==> src/design/vdd_pkg.sv <==
// Shared types and constants for the vertex deduplication table.
// No dependencies; imported by every module of the block.
package vdd_pkg;

  // One table entry: six 64-bit words of vertex attributes.
  localparam int WORDS_PER_ENTRY = 6;
  localparam int WORD_W          = 64;
  localparam int ENTRY_W         = WORDS_PER_ENTRY * WORD_W;
  localparam int INDEX_W         = 10;

  typedef logic [ENTRY_W-1:0] vdd_entry_t;

  typedef enum logic [1:0] {
    ST_IDLE,
    ST_SCAN,
    ST_DONE
  } vdd_state_t;

  // Control from the sequencer to the entry memory.
  typedef struct packed {
    logic rd_en;
    logic wr_en;
  } vdd_mem_req_t;

endpackage

==> src/design/vdd_search_ctrl.sv <==
// Search sequencer: walks the table one entry per cycle through a shared
// 384-bit comparator, then reports a hit, appends or flags full. Depends on vdd_pkg.
module vdd_search_ctrl #(
  parameter int TABLE_DEPTH = 1024,
  parameter int AW          = 10,
  parameter int CW          = 11
) (
  input  logic                        clk,
  input  logic                        rst_n,
  input  logic                        in_valid,
  output logic                        in_ready,
  input  logic                        in_som,
  input  vdd_pkg::vdd_entry_t         in_key,
  output logic                        out_valid,
  input  logic                        out_ready,
  output logic [vdd_pkg::INDEX_W-1:0] out_index,
  output logic                        out_is_new,
  output logic                        out_full,
  output vdd_pkg::vdd_mem_req_t       mem_req,
  output logic [AW-1:0]               mem_addr,
  output vdd_pkg::vdd_entry_t         mem_wdata,
  input  vdd_pkg::vdd_entry_t         mem_rdata
);
  import vdd_pkg::*;

  localparam logic [CW-1:0] DEPTH_C = CW'(TABLE_DEPTH);

  vdd_state_t           state_r, state_nxt;
  vdd_entry_t           key_r, key_nxt;
  logic [CW-1:0]        count_r, count_nxt;
  logic [CW-1:0]        ptr_r, ptr_nxt;
  logic [AW-1:0]        cmp_idx_r, cmp_idx_nxt;
  logic                 rd_vld_r, rd_vld_nxt;
  logic [INDEX_W-1:0]   res_idx_r, res_idx_nxt;
  logic                 res_new_r, res_new_nxt;
  logic                 res_full_r, res_full_nxt;
  logic                 hit;
  logic                 scan_end;

  // Shared comparator: the row read last cycle against the held vertex.
  assign hit      = rd_vld_r && (mem_rdata == key_r);
  assign scan_end = hit || (ptr_r == count_r);
  assign mem_wdata = key_r;

  always_ff @(posedge clk) begin
    if (!rst_n) begin
      state_r  <= ST_IDLE;
      count_r  <= '0;
      rd_vld_r <= 1'b0;
    end else begin
      state_r  <= state_nxt;
      count_r  <= count_nxt;
      rd_vld_r <= rd_vld_nxt;
    end
  end

  always_ff @(posedge clk) begin
    key_r      <= key_nxt;
    ptr_r      <= ptr_nxt;
    cmp_idx_r  <= cmp_idx_nxt;
    res_idx_r  <= res_idx_nxt;
    res_new_r  <= res_new_nxt;
    res_full_r <= res_full_nxt;
  end

  // Next state.
  always_comb begin
    state_nxt = state_r;
    case (state_r)
      ST_IDLE: if (in_valid)  state_nxt = ST_SCAN;
      ST_SCAN: if (scan_end)  state_nxt = ST_DONE;
      ST_DONE: if (out_ready) state_nxt = ST_IDLE;
      default:                state_nxt = ST_IDLE;
    endcase
  end

  // Handshake outputs.
  always_comb begin
    in_ready  = 1'b0;
    out_valid = 1'b0;
    case (state_r)
      ST_IDLE: in_ready  = 1'b1;
      ST_DONE: out_valid = 1'b1;
      default: ;
    endcase
  end

  // Datapath and memory control.
  always_comb begin
    key_nxt      = key_r;
    count_nxt    = count_r;
    ptr_nxt      = ptr_r;
    cmp_idx_nxt  = cmp_idx_r;
    rd_vld_nxt   = 1'b0;
    res_idx_nxt  = res_idx_r;
    res_new_nxt  = res_new_r;
    res_full_nxt = res_full_r;
    mem_req      = '0;
    mem_addr     = ptr_r[AW-1:0];
    case (state_r)
      ST_IDLE: begin
        if (in_valid) begin
          key_nxt = in_key;
          ptr_nxt = '0;
          if (in_som) begin
            count_nxt = '0;
          end
        end
      end
      ST_SCAN: begin
        if (hit) begin
          res_idx_nxt  = INDEX_W'(cmp_idx_r);
          res_new_nxt  = 1'b0;
          res_full_nxt = 1'b0;
        end else if (ptr_r != count_r) begin
          mem_req.rd_en = 1'b1;
          rd_vld_nxt    = 1'b1;
          cmp_idx_nxt   = ptr_r[AW-1:0];
          ptr_nxt       = ptr_r + 1'b1;
        end else if (count_r == DEPTH_C) begin
          res_idx_nxt  = '0;
          res_new_nxt  = 1'b0;
          res_full_nxt = 1'b1;
        end else begin
          mem_req.wr_en = 1'b1;
          mem_addr      = count_r[AW-1:0];
          res_idx_nxt   = INDEX_W'(count_r);
          res_new_nxt   = 1'b1;
          res_full_nxt  = 1'b0;
          count_nxt     = count_r + 1'b1;
        end
      end
      default: ;
    endcase
  end

  assign out_index  = res_idx_r;
  assign out_is_new = res_new_r;
  assign out_full   = res_full_r;

  a_count_bound: assert property (@(posedge clk) disable iff (!rst_n)
    count_r <= DEPTH_C)
    else $error("unique count exceeds table depth");

  a_som_clears: assert property (@(posedge clk) disable iff (!rst_n)
    (in_valid && in_ready && in_som) |=> (count_r == '0))
    else $error("start of mesh did not empty the table");

  a_ptr_bound: assert property (@(posedge clk) disable iff (!rst_n)
    (state_r == ST_SCAN) |-> (ptr_r <= count_r))
    else $error("search pointer ran past the filled entries");

  a_no_write_full: assert property (@(posedge clk) disable iff (!rst_n)
    mem_req.wr_en |-> (count_r < DEPTH_C) && !mem_req.rd_en)
    else $error("append into a full table or with a read");

  a_result_kind: assert property (@(posedge clk) disable iff (!rst_n)
    out_valid |-> !(out_is_new && out_full))
    else $error("result both appended and full");

endmodule

==> config.mk <==
export PLATFORM = sky130hd
export DESIGN_NAME = vdd_search_ctrl
export DESIGN_NICKNAME = d
export VERILOG_FILES = /design/src/design/vdd_pkg.sv /design/src/design/vdd_search_ctrl.sv
export SDC_FILE = /design/constraint.sdc
export NUM_CORES = 1
export LEC_CHECK = 0
export BUFFER_PORTS_ARGS = -buffer_cell sky130_fd_sc_hd__clkbuf_2
export CORE_AREA = 2 2 465 467
export DETAILED_ROUTE_END_ITERATION = 12
export DIE_AREA = 0 0 467 469
export GPL_ROUTABILITY_DRIVEN = 0
export HOLD_SLACK_MARGIN = 0.06
export PLACE_DENSITY = 0.3
export SLEW_MARGIN = 10
export SYNTH_ARGS = -nofsm -noshare
export SYNTH_HDL_FRONTEND = slang
export SYNTH_SLANG_ARGS = --single-unit
==> constraint.sdc <==
create_clock -name clk -period 19.7 [get_ports clk]
set_input_delay 5.91 -clock clk [delete_from_list [all_inputs] [get_ports clk]]
set_output_delay 5.91 -clock clk [all_outputs]
set_load 0.01 [all_outputs]
==> results.md <==
- Largest cells by area after synthesis: edfxtp_1 66%, xnor2_1 7.3%, xor2_1 3.9%
- CTS Hold Buffers Added: 0
- Mapped Nets: approximately 2100
- CP bufs+invs: 2
- Count of cell types in the netlist: 53
- WS Path Type: input port to output port
- Final setup viols: 0
- Number of cells on the worst hold path: 2
- First-pass DRT Iterations: 5
- CTS tree: yes
- Syn Inst Count: 1349
- CP Capture Type: output port
- Fin. max-slew vios: 0
- Via count: between 15000 and 20000
- Period utilization: 81.28%
- Hold Crit Start: count_r[10]
- Crit path max-delay family: simple AND/OR/NAND/NOR gates
- CP cell instances: clkbuf_2 -> nor2b_1 -> a2111o_1 -> nor4_1 -> nand4_1 -> or4_1 -> or4b_1 -> nand2_1 -> nor2_1 -> clkbuf_2
- Area growth, synth to finish: 61.99%
- Min-Delay Endpoint: count_r[10]
- Crit path DAT: slightly above 10000 ps
- Worst-Margin Slew: roughly 1200 ps
- Worst EP required: 13790 ps
- Reg2reg path depth: 9
- Vias in the first global route: 17840
- DRC errors left: 0
- Rel. slew slack: 21.49%
- CP Launch Point: mem_rdata[124]
- Chip Width: ~470 um
- Largest net degree at the start of global routing: 121
- Mapped Area: 19030 um2
- Worst-path clk slew: 50 ps
- First-pass GRT wire length: 204800 um
- Total power: 2.853 mW
- Most Crowded Layer GR: met2
- Worst R2R Start: mem_wdata[29]
- Detailed Place HPWL: ~150000 um
- Post-synthesis async set-or-reset flop share: 0%
- Synth area leader: edfxtp_1
- YS warnings: 0
- Run status: finished clean
- Clk_skew: about 24 ps
- PortBufs: 1182
- CP Depth: 10
- R2r endpoint: ptr_r[1]
- Critical Path Max Stage Delay: 830 ps
- GRT met1 Usage: 17.50%
- Routed Wire Length: 169600 um
- Post-CTS sizing: 0
- Initial DRC Count: 1262
- # H-tree levels: 3
- Synth Register Bits: 431
- Met3 Usage GRT: 6.847%
- Initial Util: 8.903%
- Wirelength per Cell: 30.80 um
- CTS Sinks: 431
- Post-synth EDFFs: 417
- Dpl ws: approximately 3600 ps
- Most frequent cell after synthesis: edfxtp_1
- Hold Violations, Final: 0
- Yosys top cell area share: 65.80%
- Setup ws final: 3688 ps
- CTS buffer count: 67
- Mapped Avg Cell Area: 14.11 um2
- Worst hold slack: approximately 520 ps
- Core Region: about 210000 um2
- Crit Path Max Fanout: 15
- Most frequent CP cell: clkbuf_2
- R2R setup slack: 14850 ps
- Sequential fraction of the synthesis area: 67.27%
- CTS max path bufs: 3
- GR Layer Usage met2: 24.41%
- # Max-Cap Violations: 0
- VDD IR max: 0.06192 mV
- Primary FF master, synth: edfxtp_1
- Num rows: 170
- Min cycle time layout: around 16000 ps
- Setup_tns: 0 ps
- Fin nets: 3372
- Share of layout cells above drive strength 1: about 49%
- Critical path's slowest cell: or4b_1
- PD cells: between 90 and 100 nW/um2
- Fmax: 62.45 MHz
- Grt ovf: 0
- Worst Hold Class: register to register
- Initial antenna violation count: 60
- IO Count: 1183
- GRT Total Usage: between 10 and 15%
- Routed Antenna Nets: 0
- Static Leak: 12.39 nW
- Startpoint types: input port
- Setup repair after global routing missed its margin: false
- Root Driver: clkbuf_16
- Via density: 3.137
- Top cells by count, synth: 417 x edfxtp_1, 158 x xnor2_1, 101 x nor2b_1
- Chip Height: 469 um
- Clock Latency Late Sink: 700 ps
- Postcts setup bufs: 0
- Die ar.: 219000 um2
tightest hold or removal path, stage by stage (launching register included):
cell     delay, ps
dfxtp_1        340
nand2_1         70
mux2i_1         60
flip-flops by register name, summed over array words and instances (netlist names):
register / count
count_r: 11
state_r: 2
ptr_r: 11
out_index: 10
out_full: 1
rd_vld_r: 1
cmp_idx_r: 10
mem_wdata: 384
out_is_new: 1
metrics by stage:
step                instances  area (um2)  util, %
global placement         5364       28570    13.37
CTS                      5486       30780    14.40
floorplan                1349       19030        -
global route             5491       30790    14.40
finish                   5506       30830    14.42
detailed placement       5365       28590    13.37
where the power goes:
part           total, mW  switching [mW]  internal [mW]
Sequential          1.18          0.0832           1.09
Clock               1.25           0.521          0.726
Combinational      0.428           0.272          0.156
logic make-up (layout without fill, tap and decap cells):
group / Yosys count / count (layout) / synth area share [%]
xor+xnor: 242 / 242 / 11.14
fa+ha+maj: 3 / 3 / 0.1973
simple gates: 438 / 438 / 13.49
compound gates: 123 / 123 / 5.575
buf+inv: 109 / 1408 / 2.170
flops: 431 / 431 / 67.27
other cells: 0 / 20 / 0
mux: 3 / 3 / 0.1578
worst max-delay path by stage:
stage,end,slack [ps]
6_report,mem_req[1],3690
5_1_grt,mem_req[1],3380
4_1_cts,mem_req[1],3550
3_5_place_dp,mem_req[1],3560
3_3_place_gp,mem_req[1],3150
2_1_floorplan,count_r[9],2660
per-layer routing:
| metal | share of wire, % | up-vias |
|---|---|---|
| met5 | 0.096 | - |
| li1 | - | 7578 |
| met4 | 2.4 | 26 |
| met1 | 40 | 8450 |
| met3 | 11 | 179 |
| met2 | 47 | 1039 |
cell usage in the layout (no fill, tap or decap), types with 4 or more instances in the layout:
cell       Yosys  routed
clkbuf_2       0    1182
edfxtp_1     417     417
xnor2_1      158     158
nor2b_1      101     101
inv_1         89      89
nand2b_1      88      88
xor2_1        84      84
nand4_1       69      69
clkbuf_16      0      67
nand2_1       57      57
nor4_1        51      49
a2111o_1      24      24
o22ai_1       22      22
diode_2        0      20
nand3_1       20      20
clkbuf_1      17      18
nor2_1        17      17
o2111ai_1     17      17
dfxtp_1       14      14
buf_4          0      14
o221ai_1       9       9
o21ai_0        8       8
clkinv_1       0       8
clkinv_2       0       8
nor3_1         7       7
bufinv_16      0       7
o211ai_1       6       6
a221o_1        5       5
a2111oi_0      9       5
and3_1         5       5
or3_1          5       5
o2bb2ai_1      4       4
o41ai_1        4       4
a21oi_1        4       4
inv_6          0       4
area by class of cell:
cell class	instances	area, um2
well taps	2838	3551
inverters	89	334.1
repair buffers	1198	6046
fillers	24290	182900
multi-input cells	809	5854
flip-flops and latches	431	12800
diodes	20	50.05
clock inverters	36	445.4
clock buffers	85	1744
(Power assumes the default switching activity.)
